### src/rtl/tle_pkg.sv
package tle_pkg;

	localparam int KeptPayloadBytes = 4;
	localparam int MaxOut = 14;
	localparam int CmdDepth = 2;

	localparam logic [7:0] T_GENERAL           = 8'h11;
	localparam logic [7:0] T_I_AM_MASTER       = 8'h22;
	localparam logic [7:0] T_I_AM_NOT_MASTER   = 8'h33;
	localparam logic [7:0] T_ARE_YOU_MASTER    = 8'h44;
	localparam logic [7:0] T_NEED_NID          = 8'h55;
	localparam logic [7:0] T_REPORT_HID        = 8'h66;
	localparam logic [7:0] T_HERE_IS_MY_NID    = 8'h88;
	localparam logic [7:0] T_HERE_IS_YOUR_NID  = 8'hAA;
	localparam logic [7:0] T_REPORT_NEIGHBOURS = 8'h99;
	localparam logic [7:0] T_CHANGE_HW_ID      = 8'hBB;
	localparam logic [7:0] T_RESET_NID         = 8'hCC;

	localparam logic [1:0] FUNC_SERIAL = 2'd0;
	localparam logic [1:0] FUNC_TICK   = 2'd1;
	localparam logic [1:0] FUNC_RADIO  = 2'd2;

	localparam logic [1:0] REG_ASK_MASTER = 2'd0;
	localparam logic [1:0] REG_ASK_ID     = 2'd1;
	localparam logic [1:0] REG_TILE_KIND  = 2'd2;
	localparam logic [1:0] REG_UID        = 2'd3;

	localparam logic [15:0] ASK_MASTER_RST = 16'd100;
	localparam logic [15:0] ASK_ID_RST     = 16'd750;
	localparam logic [7:0]  TILE_KIND_RST  = 8'd2;
	localparam logic [31:0] UID_RST        = 32'd1675286374;

	typedef struct packed {
		logic [1:0] func;
		logic [7:0] byte_value;
		logic       pin_level;
	} in_item_t;

	typedef struct packed {
		logic [7:0] tx_byte;
		logic       frame_end;
		logic       led_lit;
	} out_item_t;

	// frame kinds the back end can emit
	typedef enum logic [2:0] {
		FR_HDR0,   // header only, no payload
		FR_NID,    // here-is-my-nid, one byte
		FR_HID,    // hardware id report
		FR_NEIGH,  // neighbour report
		FR_GEN     // general frame with one byte
	} frame_kind_t;

	typedef struct packed {
		logic        valid;
		frame_kind_t kind;
		logic [7:0]  ftype;
		logic [7:0]  target;
		logic [7:0]  sender;
		logic [7:0]  data;
	} frame_desc_t;

	// one item's worth of output work: up to three frames
	typedef struct packed {
		frame_desc_t f0;
		frame_desc_t f1;
		frame_desc_t f2;
		logic [31:0] uid;
		logic [7:0]  kind_byte;
		logic        led;
	} cmd_t;

	function automatic logic [3:0] frame_len(frame_kind_t k);
		case (k)
			FR_HDR0:  frame_len = 4'd4;
			FR_NID:   frame_len = 4'd5;
			FR_HID:   frame_len = 4'd9;
			FR_NEIGH: frame_len = 4'd8;
			FR_GEN:   frame_len = 4'd5;
			default:  frame_len = 4'd4;
		endcase
	endfunction

endpackage

### src/rtl/tle_front.sv
module tle_front #(
	parameter int KEPT = tle_pkg::KeptPayloadBytes
) (
	input  logic               clk,
	input  logic               arst_n,
	input  logic               in_valid,
	input  tle_pkg::in_item_t  in_item,
	output logic               in_stall,
	input  logic               cfg_we,
	input  logic [1:0]         cfg_idx,
	input  logic [31:0]        cfg_data,
	output logic [31:0]        cfg_rdata_0,
	output logic [31:0]        cfg_rdata_1,
	output logic [31:0]        cfg_rdata_2,
	output logic [31:0]        cfg_rdata_3,
	output logic               cmd_push,
	output tle_pkg::cmd_t      cmd,
	input  logic               cmd_full
);
	localparam int CW = $clog2(KEPT);

	logic [15:0] ask_master_q, ask_id_q;
	logic [7:0]  tile_kind_q;
	logic [31:0] factory_q, hw_uid_q;
	logic [2:0]  phase_q;
	logic [7:0]  hdr_type_q, hdr_target_q, hdr_length_q, pcount_q;
	logic [7:0]  head_q [KEPT];
	logic [7:0]  net_id_q, neigh_q;
	logic        master_q, led_q;
	logic [31:0] now_q, last_m_q, last_i_q;

	assign cfg_rdata_0 = {16'd0, ask_master_q};
	assign cfg_rdata_1 = {16'd0, ask_id_q};
	assign cfg_rdata_2 = {24'd0, tile_kind_q};
	assign cfg_rdata_3 = factory_q;

	assign in_stall = cmd_full;
	logic acc;
	assign acc = in_valid && !cmd_full;

	// next-state values
	logic [2:0]  phase_n;
	logic [7:0]  hdr_type_n, hdr_target_n, hdr_length_n, pcount_n;
	logic [7:0]  net_id_n, neigh_n;
	logic        master_n, led_n;
	logic [31:0] hw_uid_n, now_n, last_m_n, last_i_n;
	logic        head_we;
	logic [CW-1:0] head_idx;
	logic        handle;
	logic [7:0]  len_eff, b;
	logic [7:0]  p0;
	logic [31:0] p_uid;
	logic [31:0] id_lim, m_lim;
	tle_pkg::frame_desc_t fr [3];
	logic [1:0]  nf;
	logic        known;

	always_comb begin
		b = in_item.byte_value;
		phase_n = phase_q; hdr_type_n = hdr_type_q; hdr_target_n = hdr_target_q;
		hdr_length_n = hdr_length_q; pcount_n = pcount_q;
		net_id_n = net_id_q; neigh_n = neigh_q; master_n = master_q; led_n = led_q;
		hw_uid_n = hw_uid_q; now_n = now_q; last_m_n = last_m_q; last_i_n = last_i_q;
		head_we = 1'b0; head_idx = pcount_q[CW-1:0]; handle = 1'b0; len_eff = hdr_length_q;
		nf = 2'd0;
		for (int i = 0; i < 3; i++) fr[i] = '0;
		known = 1'b0;
		p0 = head_q[0];
		p_uid = {head_q[0], head_q[1], head_q[2], head_q[3]};
		id_lim = 32'd0; m_lim = 32'd0;
		case (in_item.func)
			tle_pkg::FUNC_SERIAL: begin
				case (phase_q)
					3'd0: begin
						known = b inside {tle_pkg::T_GENERAL, tle_pkg::T_I_AM_MASTER,
							tle_pkg::T_I_AM_NOT_MASTER, tle_pkg::T_ARE_YOU_MASTER,
							tle_pkg::T_NEED_NID, tle_pkg::T_REPORT_HID,
							tle_pkg::T_HERE_IS_MY_NID, tle_pkg::T_HERE_IS_YOUR_NID,
							tle_pkg::T_REPORT_NEIGHBOURS, tle_pkg::T_CHANGE_HW_ID,
							tle_pkg::T_RESET_NID};
						if (known) begin
							hdr_type_n = b; phase_n = 3'd1;
						end
					end
					3'd1: begin
						hdr_target_n = b; phase_n = 3'd2;
					end
					3'd2: phase_n = 3'd3;
					3'd3: begin
						hdr_length_n = b; pcount_n = 8'd0; len_eff = b;
						if (b == 8'd0) begin
							phase_n = 3'd0; handle = 1'b1;
						end else phase_n = 3'd4;
					end
					default: begin
						if (pcount_q < 8'(KEPT)) begin
							head_we = 1'b1;
							// the byte being written now is visible to the handler
							if (pcount_q == 8'd0) p0 = b;
							if (pcount_q == 8'd3) p_uid[7:0] = b;
						end
						pcount_n = pcount_q + 8'd1;
						if (pcount_n >= hdr_length_q) begin
							phase_n = 3'd0; handle = 1'b1;
						end
					end
				endcase
				// message handling
				if (handle) begin
					if (hdr_target_q == net_id_q && net_id_q != 8'd0) begin
						if (hdr_type_q == tle_pkg::T_CHANGE_HW_ID) begin
							if (len_eff >= 8'd4) begin
								hw_uid_n = p_uid;
								fr[0] = '{1'b1, tle_pkg::FR_HID, tle_pkg::T_REPORT_HID,
									8'd1, net_id_q, 8'd0};
								nf = 2'd1;
							end
						end else if (hdr_type_q == tle_pkg::T_RESET_NID) begin
							led_n = 1'b1; net_id_n = 8'd0;
							fr[0] = '{1'b1, tle_pkg::FR_NID, tle_pkg::T_HERE_IS_MY_NID,
								8'd0, 8'd0, 8'd0};
							nf = 2'd1;
						end
					end else if (hdr_target_q == 8'd0) begin
						if (hdr_type_q == tle_pkg::T_ARE_YOU_MASTER) begin
							fr[0] = '{1'b1, tle_pkg::FR_HDR0,
								master_q ? tle_pkg::T_I_AM_MASTER : tle_pkg::T_I_AM_NOT_MASTER,
								8'd0, net_id_q, 8'd0};
							nf = 2'd1;
						end else if (hdr_type_q == tle_pkg::T_I_AM_MASTER) begin
							master_n = 1'b1;
						end else if (hdr_type_q == tle_pkg::T_HERE_IS_YOUR_NID) begin
							if (net_id_q == 8'd0 && len_eff >= 8'd1) begin
								net_id_n = p0; led_n = 1'b0;
								fr[0] = '{1'b1, tle_pkg::FR_HID, tle_pkg::T_REPORT_HID,
									8'd1, p0, 8'd0};
								fr[1] = '{1'b1, tle_pkg::FR_NID, tle_pkg::T_HERE_IS_MY_NID,
									8'd0, p0, p0};
								nf = 2'd2;
							end
						end else if (hdr_type_q == tle_pkg::T_HERE_IS_MY_NID) begin
							if (net_id_q != 8'd0 && len_eff >= 8'd1 && p0 != 8'd0
									&& p0 != neigh_q && p0 != net_id_q) begin
								neigh_n = p0;
								fr[0] = '{1'b1, tle_pkg::FR_NID, tle_pkg::T_HERE_IS_MY_NID,
									8'd0, net_id_q, net_id_q};
								fr[1] = '{1'b1, tle_pkg::FR_NEIGH, tle_pkg::T_REPORT_NEIGHBOURS,
									8'd1, net_id_q, p0};
								nf = 2'd2;
							end
						end
					end
				end
			end
			tle_pkg::FUNC_TICK: begin
				now_n = now_q + 32'd1;
				id_lim = last_i_q + {16'd0, ask_id_q};
				m_lim = last_m_q + {16'd0, ask_master_q};
				if (master_q && net_id_q == 8'd0 && now_n > id_lim) begin
					fr[0] = '{1'b1, tle_pkg::FR_HDR0, tle_pkg::T_NEED_NID, 8'd1, 8'd0, 8'd0};
					last_i_n = now_n; nf = 2'd1;
				end
				if (!master_q && now_n > m_lim && in_item.pin_level) begin
					fr[nf] = '{1'b1, tle_pkg::FR_HDR0, tle_pkg::T_ARE_YOU_MASTER,
						8'd0, net_id_q, 8'd0};
					last_m_n = now_n; nf = nf + 2'd1;
				end
				if (!in_item.pin_level && neigh_q != 8'd0) begin
					neigh_n = 8'd0;
					if (net_id_q != 8'd0 && master_q) begin
						fr[nf] = '{1'b1, tle_pkg::FR_NEIGH, tle_pkg::T_REPORT_NEIGHBOURS,
							8'd1, net_id_q, 8'd0};
						nf = nf + 2'd1;
					end
				end
			end
			tle_pkg::FUNC_RADIO: begin
				if (master_q && net_id_q != 8'd0) begin
					fr[0] = '{1'b1, tle_pkg::FR_GEN, tle_pkg::T_GENERAL, 8'd1, net_id_q, b};
					nf = 2'd1;
				end
				led_n = 1'b0;
			end
			default: ;
		endcase
		cmd.f0 = fr[0]; cmd.f1 = fr[1]; cmd.f2 = fr[2];
		cmd.uid = hw_uid_n; cmd.kind_byte = tile_kind_q; cmd.led = led_n;
		cmd_push = acc && (nf != 2'd0);
	end

	// payload head store, no reset
	always_ff @(posedge clk) begin
		if (acc && head_we) head_q[head_idx] <= b;
	end

	// config registers, parser and link state
	always_ff @(posedge clk or negedge arst_n) begin
		if (!arst_n) begin
			ask_master_q <= tle_pkg::ASK_MASTER_RST; ask_id_q <= tle_pkg::ASK_ID_RST;
			tile_kind_q <= tle_pkg::TILE_KIND_RST; factory_q <= tle_pkg::UID_RST;
			hw_uid_q <= tle_pkg::UID_RST;
			phase_q <= '0; hdr_type_q <= '0; hdr_target_q <= '0; hdr_length_q <= '0;
			pcount_q <= '0; net_id_q <= '0; neigh_q <= '0; master_q <= 1'b0;
			led_q <= 1'b1; now_q <= '0; last_m_q <= '0; last_i_q <= '0;
		end else if (cfg_we) begin
			case (cfg_idx)
				tle_pkg::REG_ASK_MASTER: ask_master_q <= cfg_data[15:0];
				tle_pkg::REG_ASK_ID:     ask_id_q <= cfg_data[15:0];
				tle_pkg::REG_TILE_KIND:  tile_kind_q <= cfg_data[7:0];
				tle_pkg::REG_UID: begin
					factory_q <= cfg_data; hw_uid_q <= cfg_data;
				end
				default: ;
			endcase
		end else if (acc) begin
			phase_q <= phase_n; hdr_type_q <= hdr_type_n; hdr_target_q <= hdr_target_n;
			hdr_length_q <= hdr_length_n; pcount_q <= pcount_n; net_id_q <= net_id_n;
			neigh_q <= neigh_n; master_q <= master_n; led_q <= led_n; hw_uid_q <= hw_uid_n;
			now_q <= now_n; last_m_q <= last_m_n; last_i_q <= last_i_n;
		end
	end
endmodule

### src/rtl/tle_queue.sv
module tle_queue #(
	parameter int DEPTH = tle_pkg::CmdDepth
) (
	input  logic          clk,
	input  logic          arst_n,
	input  logic          push,
	input  tle_pkg::cmd_t wdata,
	output logic          full,
	output logic          nonempty,
	input  logic          pop,
	output tle_pkg::cmd_t rdata
);
	localparam int AW = (DEPTH > 1) ? $clog2(DEPTH) : 1;
	tle_pkg::cmd_t mem_q [DEPTH];
	logic [AW-1:0] wp_q, rp_q;
	logic [AW:0]   cnt_q;

	assign full = cnt_q == (AW+1)'(DEPTH);
	assign nonempty = cnt_q != '0;
	assign rdata = mem_q[rp_q];

	// storage
	always_ff @(posedge clk) begin
		if (push) mem_q[wp_q] <= wdata;
	end

	// pointers
	always_ff @(posedge clk or negedge arst_n) begin
		if (!arst_n) begin
			wp_q <= '0; rp_q <= '0; cnt_q <= '0;
		end else begin
			if (push) wp_q <= (wp_q == AW'(DEPTH-1)) ? '0 : wp_q + 1'b1;
			if (pop) rp_q <= (rp_q == AW'(DEPTH-1)) ? '0 : rp_q + 1'b1;
			cnt_q <= cnt_q + (AW+1)'(push) - (AW+1)'(pop);
		end
	end
endmodule

### src/rtl/tle_back.sv
module tle_back (
	input  logic               clk,
	input  logic               arst_n,
	input  logic               cmd_avail,
	input  tle_pkg::cmd_t      cmd,
	output logic               cmd_pop,
	output logic               out_valid,
	output tle_pkg::out_item_t out_item,
	input  logic               out_stall
);
	logic [1:0] fi_q;
	logic [3:0] bi_q;
	logic       ov_q;
	tle_pkg::out_item_t oi_q;
	tle_pkg::frame_desc_t fd;
	logic [3:0] flen;
	logic       last_frame, last_byte, load;
	logic [7:0] byt;

	assign out_valid = ov_q;
	assign out_item = oi_q;

	// pick current frame and byte
	always_comb begin
		case (fi_q)
			2'd0: fd = cmd.f0;
			2'd1: fd = cmd.f1;
			default: fd = cmd.f2;
		endcase
		flen = tle_pkg::frame_len(fd.kind);
		last_frame = (fi_q == 2'd2) || (fi_q == 2'd0 && !cmd.f1.valid)
			|| (fi_q == 2'd1 && !cmd.f2.valid);
		last_byte = bi_q == flen - 4'd1;
		case (bi_q)
			4'd0: byt = fd.ftype;
			4'd1: byt = fd.target;
			4'd2: byt = fd.sender;
			4'd3: byt = {4'd0, flen} - 8'd4;
			4'd4: byt = (fd.kind == tle_pkg::FR_HID) ? cmd.uid[31:24] : fd.data;
			4'd5: byt = (fd.kind == tle_pkg::FR_HID) ? cmd.uid[23:16] : 8'd0;
			4'd6: byt = (fd.kind == tle_pkg::FR_HID) ? cmd.uid[15:8] : 8'd0;
			4'd7: byt = (fd.kind == tle_pkg::FR_HID) ? cmd.uid[7:0] : 8'd0;
			4'd8: byt = cmd.kind_byte;
			default: byt = 8'd0;
		endcase
		load = cmd_avail && (!ov_q || !out_stall);
		cmd_pop = load && last_frame && last_byte;
	end

	// byte sequencer and output register
	always_ff @(posedge clk or negedge arst_n) begin
		if (!arst_n) begin
			fi_q <= '0; bi_q <= '0; ov_q <= 1'b0;
		end else begin
			if (load) begin
				ov_q <= 1'b1;
				if (last_byte) begin
					bi_q <= '0;
					fi_q <= last_frame ? 2'd0 : fi_q + 2'd1;
				end else bi_q <= bi_q + 4'd1;
			end else if (!out_stall) ov_q <= 1'b0;
		end
	end

	always_ff @(posedge clk) begin
		if (load) oi_q <= '{byt, last_frame && last_byte, cmd.led};
	end
endmodule

### src/rtl/tile_link_enumeration_engine_core.sv
// Link engine of one tile: the front end deframes serial bytes, runs tick timers and radio
// forwarding, and queues the frames to send; the back end streams them one byte per cycle
// while the receiver does not stall. An input item is taken when the two-entry frame queue
// has room; its output, if any, is 4 to 14 transmitted bytes, so sustained rate is set by the
// byte sequencer. The payload head store needs no clearing after reset.
module tile_link_enumeration_engine_core #(
	parameter int KEPT_PAYLOAD_BYTES = tle_pkg::KeptPayloadBytes
) (
	input  logic               clk,
	input  logic               arst_n,
	input  logic               in_valid,
	input  tle_pkg::in_item_t  in_data,
	output logic               in_stall,
	output logic               out_valid,
	output tle_pkg::out_item_t out_data,
	input  logic               out_stall,
	input  logic               psel,
	input  logic               penable,
	input  logic               pwrite,
	input  logic [3:0]         paddr,
	input  logic [31:0]        pwdata,
	output logic [31:0]        prdata,
	output logic               pready
);
	logic cfg_we, push, full, avail, pop;
	tle_pkg::cmd_t wcmd, rcmd;
	logic [31:0] r0, r1, r2, r3;

	assign pready = 1'b1;
	assign cfg_we = psel && penable && pwrite && pready;

	// register read back
	always_comb begin
		case (paddr[3:2])
			tle_pkg::REG_ASK_MASTER: prdata = r0;
			tle_pkg::REG_ASK_ID:     prdata = r1;
			tle_pkg::REG_TILE_KIND:  prdata = r2;
			default:                 prdata = r3;
		endcase
	end

	tle_front #(.KEPT(KEPT_PAYLOAD_BYTES)) u_front (
		.clk, .arst_n, .in_valid, .in_item(in_data), .in_stall,
		.cfg_we, .cfg_idx(paddr[3:2]), .cfg_data(pwdata),
		.cfg_rdata_0(r0), .cfg_rdata_1(r1), .cfg_rdata_2(r2), .cfg_rdata_3(r3),
		.cmd_push(push), .cmd(wcmd), .cmd_full(full)
	);

	tle_queue u_queue (
		.clk, .arst_n, .push, .wdata(wcmd), .full, .nonempty(avail), .pop, .rdata(rcmd)
	);

	tle_back u_back (
		.clk, .arst_n, .cmd_avail(avail), .cmd(rcmd), .cmd_pop(pop),
		.out_valid, .out_item(out_data), .out_stall
	);
endmodule

### config.mk
export PLATFORM = sky130hd
export DESIGN_NAME = tile_link_enumeration_engine_core
export DESIGN_NICKNAME = d
export VERILOG_FILES = /design/src/rtl/tle_pkg.sv /design/src/rtl/tle_front.sv /design/src/rtl/tle_queue.sv /design/src/rtl/tle_back.sv /design/src/rtl/tile_link_enumeration_engine_core.sv
export SDC_FILE = /design/constraint.sdc
export NUM_CORES = 1
export LEC_CHECK = 0
export ABC_CLOCK_PERIOD_IN_PS = 24500
export BUFFER_PORTS_ARGS = -buffer_cell sky130_fd_sc_hd__buf_2
export CELL_PAD_IN_SITES_DETAIL_PLACEMENT = 1
export CELL_PAD_IN_SITES_GLOBAL_PLACEMENT = 1
export CORE_MARGIN = 8
export CORE_UTILIZATION = 35
export CTS_CLUSTER_SIZE = 12
export DETAILED_ROUTE_END_ITERATION = 12
export HOLD_SLACK_MARGIN = 0.12
export MAX_ROUTING_LAYER = met4
export PLACE_DENSITY_LB_ADDON = 0.15
export SKIP_LAST_GASP = 1
export SLEW_MARGIN = 20
export SYNTH_ARGS = -nofsm -noshare
export SYNTH_HDL_FRONTEND = slang
export SYNTH_SLANG_ARGS = --single-unit
### constraint.sdc
create_clock -name clk -period 24.5 [get_ports clk]
set_clock_uncertainty 0.05 [all_clocks]
set_input_delay 1.225 -clock clk [delete_from_list [all_inputs] [get_ports clk]]
set_output_delay 1.225 -clock clk [all_outputs]
set_load 0.05 [all_outputs]
==> impl_results.md <==
* Status: finished clean
* Total grt overflow at 0
* Sequential cell area fraction in the yosys report at 52.4%
* DRT Pass-1 Iters at 5
* Fmax at 110 MHz
* CTS Buf Count at 55
* Largest net degree at the start of global routing at 149
* Synth top area cells: edfxtp_1, dfrtp_1, ha_1
* HP Start: u_front.cfg_rdata_3[22]
* Post-Synthesis Net Count at 2,594
* Antenna violations before repair at 3
* Most used flip-flop cell after synthesis: edfxtp_1
* Post-route DRC at 0
* RSZ-0062 raised after global routing: false
* Effective utilization at floorplan at 35.4%
* Post-Syn Area at 25,800 um2
* Most common cell after layout, fill and taps aside: nand2_1
* Vias/cell at 5.39
* Synthesis warning total at 0
* Area growth, synth to finish at 13.5%
* MaxCap Viol Count at 0
* Cells resized by post-CTS repair at 0
* #FFs+latches synth at 492
* Clock sink total at 492
* Synth cell types at 81
* Cell Pwr Density at 92.9 nW/um2
* R2r startpoint: u_front.now_q[0]
* Setup TNS at 0 ps
* EDFF count, synth at 228
* Hold/Removal Path Class: flip-flop to flip-flop
* All-Layer GR Usage at 19.9%
* Tcrit/Tclk final at 37.2%
* Hold path cells at 2
* Critical path required time at 24,690 ps
* Slew margin rel. at 26.0%
* Number of global-route vias before repair at 20,000
* Most frequent cells in the layout: nand2_1, edfxtp_1, dfrtp_1, nor2_1, o21ai_0
* Clk buf depth at 3
* Die area at 82,700 um2
* # H-tree levels at 2
* Top-area cell type share of the netlist area at 26.5%
* CTS clock-pin slew for the worst setup and hold paths at 60 ps
* Leakage power at 12.3 nW
* Share of cells above drive strength 1 at 16.0%
* Critical Path Sink Type: flip-flop
* Minimum clock period at 9120 ps
* R2R Path End: u_queue.mem_q[0][87]
* Design Power at 0.00272 W
* Asr flop ratio synth at 53.7%
* DP Wirelength at 58,100 um
* Wire per inst at 23.1 um
* R2R setup slack at 15,380 ps
* PortBufs at 95
* Final Instance Area at 29,300 um2
* Largest fanout on the critical path at 65
* Final ANT Viol Nets at 0
* Post-CTS setup buffer count at 0
* Largest area contributor in the netlist: edfxtp_1
* Syn avg cell area at 10.7 um2
* WP data arrival at 9310 ps
* Placer congestion estimate at 0.846
* Dpl cell area at 27,300 um2
* CTS Hold Bufs at 0
* Placeable Area at 73,000 um2
* Hold_ws at 411 ps
* Endpoint, Worst Hold: u_front.cfg_rdata_3[22]
* First-pass GRT wire length at 124,000 um
* Startpoint types: flip-flop
* Vias at 18,800
* CTS root buf: clkbuf_16
* Max Slew Vio Count at 0
* # rows at 99
* R2R depth at 22
* CP startpoint: u_front.now_q[0]
* Final Hold Viols at 0
* Final setup viols at 0
* Worst-Skew Late Latency at 630 ps
* Die H at 288 um
* Max VDD drop at 0.0666 mV
* CTS tree: done
* Initial DRC count at 1,041
* Post-Synthesis Cells at 2,414
* Die width at 288 um
* IO Pins at 99
* Crit path kind: flip-flop to flip-flop
* WL final at 80,900 um
* Slew @ Worst Pin at 1110 ps
* Fillers at 7,982
* Fin nets at 2,664
final cells by class:
cell class	instances	area [um2]	area share, %
Multi-Input combinational cell	1729	11600	39.5
Timing Repair Buffer	126	751	2.56
Clock inverter	19	273	0.931
Sequential cell	492	13500	46.1
Inverter	80	300	1.03
Antenna cell	4	10.0	0.0342
Clock buffer	85	1660	5.67
Tap cell	959	1200	4.10
layer usage:
metal	global-route usage [%]	vias up	part of all wire (%)
li1	-	8870	-
met1	25.9	9500	45
met2	32.2	340	48
met3	3.03	111	4.1
met4	5.55	0	2.7
met5	-	-	0
flip-flops by register name, indices dropped and copies added (netlist names), 2 cells and up:
signal / count
u_back.bi_q: 4
u_front.head_q: 32
u_front.net_id_q: 8
u_front.hw_uid_q: 32
u_front.pcount_q: 8
u_queue.mem_q: 186
u_front.phase_q: 3
u_queue.cnt_q: 2
u_back.fi_q: 2
u_front.hdr_type_q: 8
u_front.ask_master_q: 16
u_front.neigh_q: 8
u_front.ask_id_q: 16
u_front.now_q: 32
u_front.hdr_length_q: 8
u_front.hdr_target_q: 8
u_front.tile_kind_q: 8
u_front.last_i_q: 32
u_front.last_m_q: 32
u_front.cfg_rdata_3: 32
u_back.out_item: 10
how the worst max path moves through the flow:
stage	to	slack, ps	cells after the start
floorplan	u_queue.mem_q[0][0]	15060	22
global placement	u_queue.mem_q[0][127]	15390	22
detailed placement	u_queue.mem_q[0][123]	15250	22
CTS	u_queue.mem_q[0][87]	15190	22
global route	u_queue.mem_q[0][87]	14790	22
finish	u_queue.mem_q[0][87]	15380	22
logic make-up (layout without fill, tap and decap cells):
family | Yosys count | after routing | synth area share (%)
simple gates | 810 | 810 | 14.3
xor+xnor | 149 | 149 | 5.06
buf+inv | 193 | 310 | 2.91
fa+ha+maj | 126 | 126 | 6.16
compound gates | 501 | 501 | 12.8
flops | 492 | 492 | 52.4
other cells | 1 | 5 | 0.0145
mux | 142 | 142 | 6.39
through the flow:
step | cells | utilization, % | setup slack (ps)
6_report | 3494 | 40.2 | 15380
5_1_grt | 3493 | 40.1 | 14790
4_1_cts | 3489 | 40.1 | 15190
3_5_place_dp | 3385 | 37.4 | 15250
3_3_place_gp | 3385 | 37.4 | 15390
2_1_floorplan | 2414 | - | 15060
synth_stat cells (all sizes together) (9+ instances only):
library cell and number:
dfrtp 214, edfxtp 228, o21ai 150, a211oi 15, nor3 37, a21oi 78
o21a 18, o22ai 9, nand2 369, and2 18, and3 43, o211ai 16
xor2 68, nor2 162, a31oi 42, nand4 29, o31ai 16, a21o 20
ha 124, inv 80, buf 10, a22o 26, a22oi 43, or2 11
nand2b 18, clkbuf 103, nor2b 20, mux2i 32, xnor2 81, mux2 102
nor4 23, nand3 57, o2bb2ai 16, dfstp 50
where the power goes:
| part | switching (W) | leakage (nW) | internal [W] |
|---|---|---|---|
| sequential | 0.0000865 | 5.45 | 0.00100 |
| combinational | 0.000486 | 5.92 | 0.000267 |
| clock | 0.000357 | 0.954 | 0.000522 |
critical path: stages (launching register included):
cell     delay (ps)
dfrtp_1         470
ha_1            260
nand3_1         170
nor2_1          570
nand4_1         300
nor2_1          320
nand3_1         290
nor3_1          260
xnor2_1         250
inv_1           130
ha_1            350
nand4_1         170
nor4_1          910
nand3_1         340
and3_1          290
o21ai_0         380
inv_1           310
ha_1            440
mux2_2          240
a21oi_1          90
a31oi_4         370
nor2b_4         820
buf_4           830
(Power assumes the default switching activity.)
